### src/rtl/gptr_pkg.sv
`timescale 1ns / 1ps
// Shared types, register codes and grid helpers for the grid pattern trail recognizer.
// No dependencies; every other file imports this package.
package gptr_pkg;

	localparam int NODE_COUNT = 9;
	localparam int GRID_SIDE  = 3;
	localparam int HALF_W     = 16;
	localparam int RADIUS_W   = 15;
	localparam int RSQ_W      = 2 * RADIUS_W;

	localparam logic [2:0] REG_NODE_A   = 3'd0;
	localparam logic [2:0] REG_NODE_B   = 3'd1;
	localparam logic [2:0] REG_NODE_C   = 3'd2;
	localparam logic [2:0] REG_NODE_D   = 3'd3;
	localparam logic [2:0] REG_NODE_E   = 3'd4;
	localparam logic [2:0] REG_RADIUS   = 3'd5;
	localparam logic [2:0] REG_BOX_LOW  = 3'd6;
	localparam logic [2:0] REG_BOX_HIGH = 3'd7;

	typedef struct packed {
		logic start;
		logic stop;
	} in_ctl_t;

	typedef struct packed {
		logic [3:0] node;
		logic       skip;
		logic       oob;
		logic [3:0] len;
		logic       last;
	} res_t;

	function automatic logic [1:0] node_col(input logic [3:0] n);
		logic [1:0] c;
		unique case (n)
			4'd1, 4'd4, 4'd7: c = 2'd0;
			4'd2, 4'd5, 4'd8: c = 2'd1;
			4'd3, 4'd6, 4'd9: c = 2'd2;
			default:          c = 2'd0;
		endcase
		return c;
	endfunction

	function automatic logic [1:0] node_row(input logic [3:0] n);
		logic [1:0] r;
		unique case (n)
			4'd1, 4'd2, 4'd3: r = 2'd0;
			4'd4, 4'd5, 4'd6: r = 2'd1;
			4'd7, 4'd8, 4'd9: r = 2'd2;
			default:          r = 2'd0;
		endcase
		return r;
	endfunction

	// Node passed over when jumping between two nodes 1..9; zero when none.
	function automatic logic [3:0] middle_node(input logic [3:0] from_n, input logic [3:0] to_n);
		logic [1:0] ax, ay, bx, by, ddx, ddy, mx, my;
		logic [2:0] sx, sy;
		logic [3:0] mid;
		ax  = node_col(from_n);
		ay  = node_row(from_n);
		bx  = node_col(to_n);
		by  = node_row(to_n);
		ddx = (ax > bx) ? (ax - bx) : (bx - ax);
		ddy = (ay > by) ? (ay - by) : (by - ay);
		sx  = {1'b0, ax} + {1'b0, bx};
		sy  = {1'b0, ay} + {1'b0, by};
		mx  = sx[2:1];
		my  = sy[2:1];
		mid = 4'({2'b00, my} * 4'(GRID_SIDE)) + {2'b00, mx} + 4'd1;
		if ((ddx == 2'd2 && ay == by) || (ddy == 2'd2 && ax == bx) ||
			(ddx == 2'd2 && ddy == 2'd2)) begin
			return mid;
		end
		return 4'd0;
	endfunction

endpackage

### src/rtl/gptr_dist_unit.sv
`timescale 1ns / 1ps
// Shared distance unit: difference, squares, then sum and compare against radius squared.
// Three register stages, one node per cycle; uses gptr_pkg.
module gptr_dist_unit #(
	parameter int CW = 16
) (
	input  logic                       clk,
	input  logic                       arst_n,
	input  logic                       req_valid,
	input  logic signed [CW-1:0]       px,
	input  logic signed [CW-1:0]       py,
	input  logic signed [CW-1:0]       nx,
	input  logic signed [CW-1:0]       ny,
	input  logic [gptr_pkg::RSQ_W-1:0] rsq,
	output logic                       hit_valid,
	output logic                       hit
);
	import gptr_pkg::*;

	localparam int SQW  = 2 * CW;
	localparam int SUMW = SQW + 1;
	localparam int CMPW = (SUMW > RSQ_W) ? SUMW : RSQ_W;

	logic                  v_s1, v_s2;
	logic signed [CW:0]    dx_s1, dy_s1;
	logic signed [2*CW+1:0] prod_x, prod_y;
	logic [SQW-1:0]        sqx_s2, sqy_s2;
	logic [SUMW-1:0]       sum;

	assign prod_x = dx_s1 * dx_s1;
	assign prod_y = dy_s1 * dy_s1;
	assign sum    = {1'b0, sqx_s2} + {1'b0, sqy_s2};

	always_ff @(posedge clk or negedge arst_n) begin
		if (!arst_n) begin
			v_s1      <= 1'b0;
			v_s2      <= 1'b0;
			hit_valid <= 1'b0;
			dx_s1     <= '0;
			dy_s1     <= '0;
			sqx_s2    <= '0;
			sqy_s2    <= '0;
			hit       <= 1'b0;
		end else begin
			v_s1      <= req_valid;
			v_s2      <= v_s1;
			hit_valid <= v_s2;
			dx_s1     <= {px[CW-1], px} - {nx[CW-1], nx};
			dy_s1     <= {py[CW-1], py} - {ny[CW-1], ny};
			// |d| stays below 2^CW, so the square fits the low 2*CW bits
			sqx_s2    <= prod_x[SQW-1:0];
			sqy_s2    <= prod_y[SQW-1:0];
			hit       <= (CMPW'(sum) <= CMPW'(rsq));
		end
	end

endmodule

### src/rtl/gptr_seq.sv
`timescale 1ns / 1ps
// Sequencer: issues the nine nodes to the distance unit, scans hits in node order,
// inserts skipped middle nodes, keeps the trail state and drives the result word register.
// Uses gptr_pkg.
module gptr_seq (
	input  logic              clk,
	input  logic              arst_n,
	input  logic              in_valid,
	output logic              in_ready,
	input  gptr_pkg::in_ctl_t in_ctl,
	input  logic              oob,
	output logic              req_valid,
	output logic [3:0]        req_node,
	input  logic              hit_valid,
	input  logic              hit,
	output logic              out_valid,
	input  logic              out_ready,
	output gptr_pkg::res_t    out_res
);
	import gptr_pkg::*;

	typedef enum logic {ST_IDLE, ST_RUN} state_t;

	state_t     state_q;
	logic [3:0] issue_q, got_q, scan_q;
	logic [8:0] range_q, mask_q;
	logic [3:0] prev_q, cnt_q;
	logic       stop_q;
	logic       pend_v_q;
	res_t       pend_q;
	logic       out_v_q;
	res_t       out_q;

	logic       out_free, scan_ready, cand, need_mid, can_push, do_rec, finishing, out_load;
	logic [3:0] cur_node, mid, rec_node, cnt_inc;
	res_t       done_res, load_res;

	always_comb begin
		out_free   = !out_v_q || out_ready;
		cur_node   = scan_q + 4'd1;
		scan_ready = (state_q == ST_RUN) && (scan_q < got_q);
		cand       = scan_ready && range_q[scan_q] && !mask_q[scan_q];
		mid        = (prev_q != 4'd0) ? middle_node(prev_q, cur_node) : 4'd0;
		need_mid   = (mid != 4'd0) && !mask_q[mid - 4'd1];
		rec_node   = need_mid ? mid : cur_node;
		cnt_inc    = (cnt_q < 4'(NODE_COUNT)) ? (cnt_q + 4'd1) : cnt_q;
		can_push   = !pend_v_q || out_free;
		do_rec     = cand && can_push;
		finishing  = (state_q == ST_RUN) && (scan_q == 4'(NODE_COUNT)) && out_free;
		out_load   = (do_rec && pend_v_q) || finishing;

		done_res      = pend_q;
		done_res.last = 1'b1;
		if (!pend_v_q) begin
			done_res = '{node: 4'd0, skip: 1'b0, oob: oob, len: cnt_q, last: 1'b1};
		end
		load_res = finishing ? done_res : pend_q;
	end

	assign in_ready  = (state_q == ST_IDLE);
	assign req_valid = (state_q == ST_RUN) && (issue_q < 4'(NODE_COUNT));
	assign req_node  = issue_q;
	assign out_valid = out_v_q;
	assign out_res   = out_q;

	always_ff @(posedge clk or negedge arst_n) begin
		if (!arst_n) begin
			state_q  <= ST_IDLE;
			issue_q  <= '0;
			got_q    <= '0;
			scan_q   <= '0;
			range_q  <= '0;
			mask_q   <= '0;
			prev_q   <= '0;
			cnt_q    <= '0;
			stop_q   <= 1'b0;
			pend_v_q <= 1'b0;
			pend_q   <= '0;
			out_v_q  <= 1'b0;
			out_q    <= '0;
		end else begin
			out_v_q <= out_load || (out_v_q && !out_ready);
			if (out_load) begin
				out_q <= load_res;
			end
			unique case (state_q)
				ST_IDLE: begin
					if (in_valid) begin
						state_q <= ST_RUN;
						issue_q <= '0;
						got_q   <= '0;
						scan_q  <= '0;
						range_q <= '0;
						stop_q  <= in_ctl.stop;
						if (in_ctl.start) begin
							prev_q <= '0;
							cnt_q  <= '0;
						end
					end
				end
				ST_RUN: begin
					if (req_valid) begin
						issue_q <= issue_q + 4'd1;
					end
					if (hit_valid) begin
						range_q[got_q] <= hit;
						got_q          <= got_q + 4'd1;
					end
					if (do_rec) begin
						// a skipped middle node goes first; hold the scan on the hit node
						mask_q[rec_node - 4'd1] <= 1'b1;
						cnt_q    <= cnt_inc;
						pend_v_q <= 1'b1;
						pend_q   <= '{node: rec_node, skip: need_mid, oob: oob,
							len: cnt_inc, last: 1'b0};
						if (!need_mid) begin
							prev_q <= cur_node;
							scan_q <= scan_q + 4'd1;
						end
					end else if (scan_ready && !cand) begin
						scan_q <= scan_q + 4'd1;
					end
					if (finishing) begin
						state_q  <= ST_IDLE;
						pend_v_q <= 1'b0;
						if (stop_q) begin
							mask_q <= '0;
						end
					end
				end
				default: state_q <= ST_IDLE;
			endcase
		end
	end

	a_cnt_sat: assert property (@(posedge clk) disable iff (!arst_n)
		cnt_q <= 4'(NODE_COUNT))
		else $error("recorded count above node count");

	a_idle_no_pend: assert property (@(posedge clk) disable iff (!arst_n)
		state_q == ST_IDLE |-> !pend_v_q)
		else $error("pending word left behind at idle");

	a_scan_order: assert property (@(posedge clk) disable iff (!arst_n)
		state_q == ST_RUN |-> (scan_q <= got_q && got_q <= issue_q))
		else $error("scan ran ahead of distance results");

	a_finish_last: assert property (@(posedge clk) disable iff (!arst_n)
		finishing |=> (out_v_q && out_q.last && state_q == ST_IDLE))
		else $error("finished item did not leave a last word");

endmodule

### src/rtl/grid_pattern_trail_recognizer.sv
`timescale 1ns / 1ps
// Top level of the grid pattern trail recognizer: configuration registers, box test,
// node select and wiring of gptr_dist_unit and gptr_seq; uses gptr_pkg.
//
//  channel | signals                                             | dir
//  --------+-----------------------------------------------------+-----
//  input   | in_valid/in_ready, point_x, point_y, first_point,   | in
//          | final_point                                         |
//  output  | out_valid/out_ready, node_number, via_skip,         | out
//          | out_of_box, pattern_length, last_of_run             |
//  config  | write_en, reg_index, write_data                     | in
//
// A point holds the block after its accept: nine node issues into the three-stage
// distance unit, the scan of the last node and the finishing step; only then is the next
// point accepted. Each inserted middle node is recorded before its hit node, which lengthens the scan.
// A full result word register with out_ready low also holds the scan and the finish.
// in_ready is high only between points; a finished word waits in its own register.
// arst_n clears all registers; the hit mask, last node and count start at zero.
module grid_pattern_trail_recognizer #(
	parameter int COORD_WIDTH = 16
) (
	input  logic        clk,
	input  logic        arst_n,
	input  logic        in_valid,
	output logic        in_ready,
	input  logic [15:0] point_x,
	input  logic [15:0] point_y,
	input  logic        first_point,
	input  logic        final_point,
	output logic        out_valid,
	input  logic        out_ready,
	output logic [3:0]  node_number,
	output logic        via_skip,
	output logic        out_of_box,
	output logic [3:0]  pattern_length,
	output logic        last_of_run,
	input  logic        write_en,
	input  logic [2:0]  reg_index,
	input  logic [63:0] write_data
);
	import gptr_pkg::*;

	localparam int CW = COORD_WIDTH;

	logic [63:0]         node_a_q, node_b_q, node_c_q, node_d_q;
	logic [31:0]         node_e_q, box_low_q, box_high_q;
	logic [RADIUS_W-1:0] radius_q;
	logic [RSQ_W-1:0]    rsq_q;

	logic signed [CW-1:0] px, py, blx, bly, bhx, bhy;
	logic signed [CW-1:0] pt_x_q, pt_y_q, nx, ny;
	logic                 oob_c, oob_q, accept;
	logic [31:0]          node_word;

	logic       req_valid, hit_valid, hit;
	logic [3:0] req_node;
	in_ctl_t    in_ctl;
	res_t       res;

	always_ff @(posedge clk or negedge arst_n) begin
		if (!arst_n) begin
			node_a_q   <= '0;
			node_b_q   <= '0;
			node_c_q   <= '0;
			node_d_q   <= '0;
			node_e_q   <= '0;
			radius_q   <= '0;
			box_low_q  <= '0;
			box_high_q <= '0;
		end else if (write_en) begin
			unique case (reg_index)
				REG_NODE_A:   node_a_q   <= write_data;
				REG_NODE_B:   node_b_q   <= write_data;
				REG_NODE_C:   node_c_q   <= write_data;
				REG_NODE_D:   node_d_q   <= write_data;
				REG_NODE_E:   node_e_q   <= write_data[31:0];
				REG_RADIUS:   radius_q   <= write_data[RADIUS_W-1:0];
				REG_BOX_LOW:  box_low_q  <= write_data[31:0];
				REG_BOX_HIGH: box_high_q <= write_data[31:0];
				default:      ;
			endcase
		end
	end

	// radius squared is registered from the radius register
	always_ff @(posedge clk or negedge arst_n) begin
		if (!arst_n) begin
			rsq_q <= '0;
		end else begin
			rsq_q <= radius_q * radius_q;
		end
	end

	assign px  = point_x[CW-1:0];
	assign py  = point_y[CW-1:0];
	assign blx = box_low_q[CW-1:0];
	assign bly = box_low_q[HALF_W+CW-1:HALF_W];
	assign bhx = box_high_q[CW-1:0];
	assign bhy = box_high_q[HALF_W+CW-1:HALF_W];
	assign oob_c  = (px < blx) || (px > bhx) || (py < bly) || (py > bhy);
	assign accept = in_valid && in_ready;

	always_ff @(posedge clk or negedge arst_n) begin
		if (!arst_n) begin
			pt_x_q <= '0;
			pt_y_q <= '0;
			oob_q  <= 1'b0;
		end else if (accept) begin
			pt_x_q <= px;
			pt_y_q <= py;
			oob_q  <= oob_c;
		end
	end

	always_comb begin
		unique case (req_node)
			4'd0:    node_word = node_a_q[31:0];
			4'd1:    node_word = node_a_q[63:32];
			4'd2:    node_word = node_b_q[31:0];
			4'd3:    node_word = node_b_q[63:32];
			4'd4:    node_word = node_c_q[31:0];
			4'd5:    node_word = node_c_q[63:32];
			4'd6:    node_word = node_d_q[31:0];
			4'd7:    node_word = node_d_q[63:32];
			4'd8:    node_word = node_e_q;
			default: node_word = '0;
		endcase
	end

	assign nx = node_word[CW-1:0];
	assign ny = node_word[HALF_W+CW-1:HALF_W];

	assign in_ctl = '{start: first_point, stop: final_point};

	gptr_dist_unit #(
		.CW(CW)
	) u_dist (
		.clk       (clk),
		.arst_n    (arst_n),
		.req_valid (req_valid),
		.px        (pt_x_q),
		.py        (pt_y_q),
		.nx        (nx),
		.ny        (ny),
		.rsq       (rsq_q),
		.hit_valid (hit_valid),
		.hit       (hit)
	);

	gptr_seq u_seq (
		.clk       (clk),
		.arst_n    (arst_n),
		.in_valid  (in_valid),
		.in_ready  (in_ready),
		.in_ctl    (in_ctl),
		.oob       (oob_q),
		.req_valid (req_valid),
		.req_node  (req_node),
		.hit_valid (hit_valid),
		.hit       (hit),
		.out_valid (out_valid),
		.out_ready (out_ready),
		.out_res   (res)
	);

	assign node_number    = res.node;
	assign via_skip       = res.skip;
	assign out_of_box     = res.oob;
	assign pattern_length = res.len;
	assign last_of_run    = res.last;

endmodule
### config.mk
export PLATFORM = sky130hd
export DESIGN_NAME = grid_pattern_trail_recognizer
export DESIGN_NICKNAME = d
export VERILOG_FILES = /design/src/rtl/gptr_pkg.sv /design/src/rtl/gptr_dist_unit.sv /design/src/rtl/gptr_seq.sv /design/src/rtl/grid_pattern_trail_recognizer.sv
export SDC_FILE = /design/constraint.sdc
export NUM_CORES = 2
export LEC_CHECK = 0
export BUFFER_PORTS_ARGS = -buffer_cell sky130_fd_sc_hd__buf_2
export CELL_PAD_IN_SITES_DETAIL_PLACEMENT = 0
export CELL_PAD_IN_SITES_GLOBAL_PLACEMENT = 2
export CORE_MARGIN = 5
export CORE_UTILIZATION = 39
export DETAILED_ROUTE_END_ITERATION = 10
export PLACE_DENSITY_LB_ADDON = 0.1
export SLEW_MARGIN = 20
export SYNTH_ARGS = -nofsm -noshare
export SYNTH_HDL_FRONTEND = slang
export SYNTH_SLANG_ARGS = --single-unit
### constraint.sdc
create_clock -name clk -period 5.9 [get_ports clk]
set_clock_uncertainty 0.15 [all_clocks]
set_input_delay 0.59 -clock clk [delete_from_list [all_inputs] [get_ports clk]]
set_output_delay 0.59 -clock clk [all_outputs]
set_load 0.05 [all_outputs]
======== Yosys cells after proc, flatten, opt, wreduce, memory -nomap -nowiden ========
Memories as Yosys holds them, arrays and structs flattened.
Cells that the tools add are included.
operators by class
  bitwise operators ....................... 2
  reduce and logical (&&, ||, !) cells .... 53
  order comparisons ....................... 16
  muxes and demuxes ....................... 48
  multiply operators ...................... 4
  $add $sub $neg .......................... 17
  equality and inequality tests ........... 28
operators with widths
  kind                   number
  $pmux W32 S9           1
  $mul A17 B17 Y32       2
  $mux W4                15
  $mux W9                5
  $pmux W4 S2            5
  $sub A16 B16 Y17       2
  $add A32 B32 Y33       1
  $le A33 B30 Y1         1
  $gt A16 B16 Y1         2
  $lt A16 B16 Y1         2
  $mul A15 B15 Y30       1
  $reduce_and A2 Y1      13
  $mux W11               2
  $add A4 B1 Y4 const B  5
  $lt A4 B5 Y1 const B   4
  $pmux W9 S2            1
  $logic_and A1 B1 Y1    17
  $eq A4 B3 Y1 const B   4
  $bmux W1 S4            3
  $eq A3 B3 Y1 const B   4
  $mux W1                10
  $ne A2 B2 Y1 const B   5
  $bwmux W9              1
  $logic_or A1 B1 Y1     9
  other kinds (30)       53
word-level totals
  logic and storage cells ................. 212
  output and inout port bits .............. 13
  input port bits ......................... 106
  flip-flop bits (word level) ............. 595
  memories kept ........................... 4
  memory bits (read-only) ................. 128
memory list
  name              words  bits a word  read ports  clocked after memory_dff  wr ports  line            RTL
  (name not given)  16     2            1           0                         0         gptr_pkg.sv:36  unique case (n)
  (name not given)  16     2            1           0                         0         gptr_pkg.sv:47  unique case (n)
  (name not given)  16     2            1           0                         0         gptr_pkg.sv:36
  (name not given)  16     2            1           0                         0         gptr_pkg.sv:47

======== Longest topological paths before layout ========
An unclocked memory read counts as a cell.
  depth in word-level cells ............... 26
  gate-level depth with buffers ........... 24
  gate-level depth less buffers ........... 23

======== Cells and area by module ========
A second synthesis with hierarchy kept.
unflattened totals
  cell total of the unflattened synthesis .. 5,265
  area, all modules ....................... 54,594.9 um^2
modules (own cells, without submodules)
  module                         area an instance (um^2)  times used  cells each  sequential area each (um^2)
  grid_pattern_trail_recognizer  25,316.8                 1           2,126       10,735.3
  gptr_dist_unit                 25,135.4                 1           2,709       2,502.4
  gptr_seq                       4,142.7                  1           430         1,576.5

======== Least setup slack after synthesis ========
No wires, ideal clock.
  kind .................................... reg-to-reg
  start ................................... register u_dist.dx_s1[2]
  end ..................................... register u_dist.sqx_s2[31]
  data required time ...................... 5.671 ns
  library setup time ...................... 0.079 ns
  stages on the path, launching flop included .. 23
  setup slack ............................. -0.327 ns
  data arrival time ....................... 5.997 ns
  path buffers ............................ 1
  clock period less this slack ............ 6.227 ns
  cells stage by stage .................... dfrtp_1 > clkbuf_1 > nand2_1 > inv_1 > fa_1 > inv_1 > fa_1 > fa_1 > inv_1 > fa_1 > inv_1 > fa_1 > fa_1 > inv_1 > ha_1 > nor2b_1 > a311o_1 > a31oi_1 > o21ai_0 > o41ai_1 > o21bai_1 > a21oi_1 > xor2_1
between the ends
  word-level cells in the longest chain between the ends .. 1
ends and longest elaborated chain
  item                      line                  RTL
  start: declaration        gptr_dist_unit.sv:25  logic signed [CW:0] dx_s1, dy_s1;
  start signal: assignment  gptr_dist_unit.sv:48  dx_s1 <= {px[CW-1], px} - {nx[CW-1], nx};
  $mul A17 B17 Y32          gptr_dist_unit.sv:30  assign prod_x = dx_s1 * dx_s1;
  net u_dist.prod_x[31]     gptr_dist_unit.sv:26  logic signed [2*CW+1:0] prod_x, prod_y;
  end signal: assignment    gptr_dist_unit.sv:51  sqx_s2 <= prod_x[SQW-1:0];
  end: declaration          gptr_dist_unit.sv:27  logic [SQW-1:0] sqx_s2, sqy_s2;
The timed path passes the listed nets, and every way through them passes these cells.
A chain may end at the register's enable or synchronous reset.

======== Worst setup path in the final report ========
  start ................................... register u_dist.dx_s1[11]
  end ..................................... register u_dist.sqx_s2[31]
Same word-level chain as after synthesis.

==> out/qor.txt <==
Core area - 0.135 mm2
Vias/cell - 4.96
# clock sinks - 592
Required @ worst endpoint - 6.31 ns
Hold WC Path Type - in -> reg
Beginning of the worst hold path - write_data[45]
CP most frequent cell - fa_1
Reg area - 0.0149 mm2
First-pass DRT Iterations - 5
CP Class - reg -> reg
Cts bufs inserted - 76
Most common cell after layout, fill and taps aside - inv_1
Post-synth cell types - 70
Syn-to-layout area delta - 21.3%
Maximum clock path buffer count - 3
IO Port Bufs - 118
Initial antenna violation count - 16
Starting density of the core - 0.392
Post-synth EDFFs - 0
Global-route wire length before repair - 230000 um
Final weighted congestion in routability-driven placement - 0.824
CP Capture Type - flip-flop
FP Rows - 135
Clk slew on worst S/H paths - 0.06 ns
RSZ-0062 raised after global routing - yes
R2R Path Start - u_dist.dx_s1[11]$_DFF_PN0_
Final setup margin - -0.0955 ns
Cells along the critical path - buf_12 -> and2_4 -> fa_1 -> inv_2 -> fa_2 -> inv_1 -> fa_1 -> fa_1 -> inv_1 -> fa_1 -> inv_1 -> fa_1 -> ha_4 -> a21oi_4 -> o21ai_2 -> a211oi_4 -> a211oi_4 -> o41ai_4 -> o21bai_1 -> a21oi_1 -> xor2_1
Vias - 37300
Worst Setup Start Kind - flip-flop
Post-detailed-route wirelength per cell - 19.2 um
Initial DRC count - 1764
Vias in the first global route - 40500
CP max stage cell - fa_1
Remaining global-route overflow - 0
CTS root buf - clkbuf_16
Syn Std Cell Area - 0.0530 mm2
Critical Path Start - u_dist.dx_s1[11]$_DFF_PN0_
Post-Route Utilization - 0.475
Flip-flop and latch count after synthesis - 592
Slew Limit Fails - 0
Layout Nets - 6872
Failing checks - setup timing
Final min period - 6.00 ns
Synthesized area per cell - 10.5 um2
Ys async rst share - 1.00
Die area - 0.143 mm2
Total Routed Length - 144000 um
FILL cells - 12900
Max FO, Critical Path - 4
Total GRT Usage - 0.206
Die width - 379 um
Ys Warns - 0
Max Cap Viol - 0
Final hold violations - 0
TritonCTS clock tree - built
Layout cells sized above 1 - 0.270
Post-synthesis net count - 6235
Post-Syn Instances - 5037
Detail Placement HPWL - 114000 um
Worst EP arrival - 6.41 ns
CTS H-Tree Depth - 3
IO Pins - 119
Seq/Total Area, Yosys - 0.279
Status - complete, but fails checks
Commonest non-fill, non-tap cells in the layout - inv_1, fa_1, dfrtp_1
Final setup viols - 6
# DRC - 0
Area of the multi-input gates - 0.0354 mm2
Vert. Die Dim - 379 um
Max-slew headroom - 0.352
Slowest Stage Delay on Critical Path - 0.54 ns
Clk_lat worst skew - 0.68 ns
Highest clock rate - 167 MHz
Largest net degree at the start of global routing - 122
Routed Antenna Nets - 0
Final period util - 1.02
Worst-Margin Slew - 0.962 ns
Top_reg_cell synth - dfrtp_1
per-stage QoR:
stage               hold WS, ns  cells  setup slack, ns  setup TNS (ns)  cell area (um2)
floorplan                 0.144   5037          -0.0139         -0.0139            53200
global placement          0.187   7270           -0.427           -4.11            59200
detailed placement        0.186   7270           -0.437           -4.31            59200
CTS                   0.0000488   7478           -0.115          -0.602            63100
global route             0.0221   7516           -0.289           -4.56            64300
finish                   0.0553   7520          -0.0955          -0.291            64300
cell families (layout without fill, tap and decap cells):
kind of cell | after synthesis | after routing | share of synthesized area
other | 0 | 5 | 0
multiplexers | 397 | 397 | 0.0840
buffers and inverters | 1108 | 1805 | 0.0785
XOR/XNOR | 176 | 176 | 0.0298
adder cells (fa/ha/maj) | 1092 | 1092 | 0.351
AO/OA/AOI/OAI | 641 | 641 | 0.0828
flip-flops | 592 | 592 | 0.279
AND/OR/NAND/NOR | 1031 | 1031 | 0.0942
metal layers:
metal / share of wire / vias to the layer above / routed length [um] / track usage
met5: 0.00019 / - / 27 / 0
met4: 0.017 / 4 / 2390 / 0.0354
met1: 0.45 / 19000 / 64900 / 0.280
li1: - / 17700 / - / -
met2: 0.50 / 473 / 71800 / 0.358
met3: 0.035 / 129 / 5090 / 0.0281
what timing repair did:
item	4_1_cts	5_1_grt
hold buffers	19	0
endpoints found under the setup margin	34	61
buffers inserted	55	41
endpoints found under the hold margin	149	0
pin swaps	120	135
resized for setup	184	236
path summary, 6_finish.rpt:
kind / end / slack [ns] / cells past startpoint
min reg2reg: u_dist.v_s2$_DFF_PN0_ / 0.20 / 0
max reg2reg: u_dist.sqx_s2[31]$_DFF_PN0_ / -0.1 / 21
min: node_d_q[45]$_DFFE_PN0P_ / 0.06 / 2
max: u_dist.sqx_s2[31]$_DFF_PN0_ / -0.1 / 21
min in group asynchronous: node_d_q[50]$_DFFE_PN0P_ / 0.41 / 2
max in group asynchronous: radius_q[2]$_DFFE_PN0P_ / 3.64 / 3
state kept, by name, indices dropped and copies added, names as in the netlist, 9 cells and up:
| register | count |
|---|---|
| box_high_q | 32 |
| box_low_q | 32 |
| node_a_q | 64 |
| node_b_q | 64 |
| node_c_q | 64 |
| node_d_q | 64 |
| node_e_q | 32 |
| pt_x_q | 16 |
| pt_y_q | 16 |
| radius_q | 15 |
| rsq_q | 29 |
| u_dist.dx_s1 | 17 |
| u_dist.dy_s1 | 17 |
| u_dist.sqx_s2 | 31 |
| u_dist.sqy_s2 | 31 |
| u_seq.mask_q | 9 |
| u_seq.out_res | 11 |
| u_seq.pend_q | 10 |
| u_seq.range_q | 9 |
layout make-up:
cell class / count / area share
inverter: 952 / 0.0558
clock inverter: 26 / 0.00605
timing repair buffer: 715 / 0.0860
antenna: 5 / 0.000195
clock buffer: 112 / 0.0347
sequential: 592 / 0.231
multi-input combinational: 3337 / 0.551
tap: 1781 / 0.0347
cell usage after synthesis, drive strengths merged (5+ instances only):
library cell | count | area, um2
a31o | 7 | 61.3
o211ai | 9 | 67.6
nand4 | 28 | 175
and2 | 196 | 1230
xnor2 | 133 | 1180
mux2i | 22 | 220
a21boi | 5 | 37.5
buf | 5 | 22.5
a21o | 75 | 563
nor3 | 41 | 205
a22o | 9 | 78.8
a311oi | 5 | 43.8
o31a | 6 | 52.6
and3 | 23 | 144
or3 | 12 | 75.1
inv | 950 | 3570
a31oi | 15 | 93.8
nor3b | 7 | 52.6
o21a | 24 | 180
nand2b | 34 | 213
a2111oi | 6 | 52.6
a221o | 6 | 60.1
a211oi | 28 | 210
xor2 | 43 | 395
o21ai | 118 | 591
clkbuf | 151 | 567
fa | 660 | 13200
nor2 | 172 | 646
mux2 | 374 | 4210
a22oi | 63 | 473
nor2b | 42 | 263
a221oi | 37 | 324
o31ai | 8 | 60.1
a211o | 6 | 52.6
and4 | 7 | 61.3
o22ai | 6 | 37.5
o21bai | 15 | 113
ha | 432 | 5410
a222oi | 32 | 320
nand3 | 70 | 355
nor4 | 9 | 56.3
nand2 | 377 | 1420
dfrtp | 592 | 14800
a21oi | 136 | 684
worst max-delay path, delay by kind of cell, from the launching register on:
kind / cells / cell delay, ns
adder cells (fa/ha/maj): 7 / 3.27
flip-flops: 1 / 0.43
AO/OA/AOI/OAI: 7 / 1.41
buffers and inverters: 5 / 0.33
AND/OR/NAND/NOR: 1 / 0.16
XOR/XNOR: 1 / 0.16
Power is left out: the tool's default activity adds up to more than one toggle a clock period on the data nets, which glitch-free logic cannot reach.
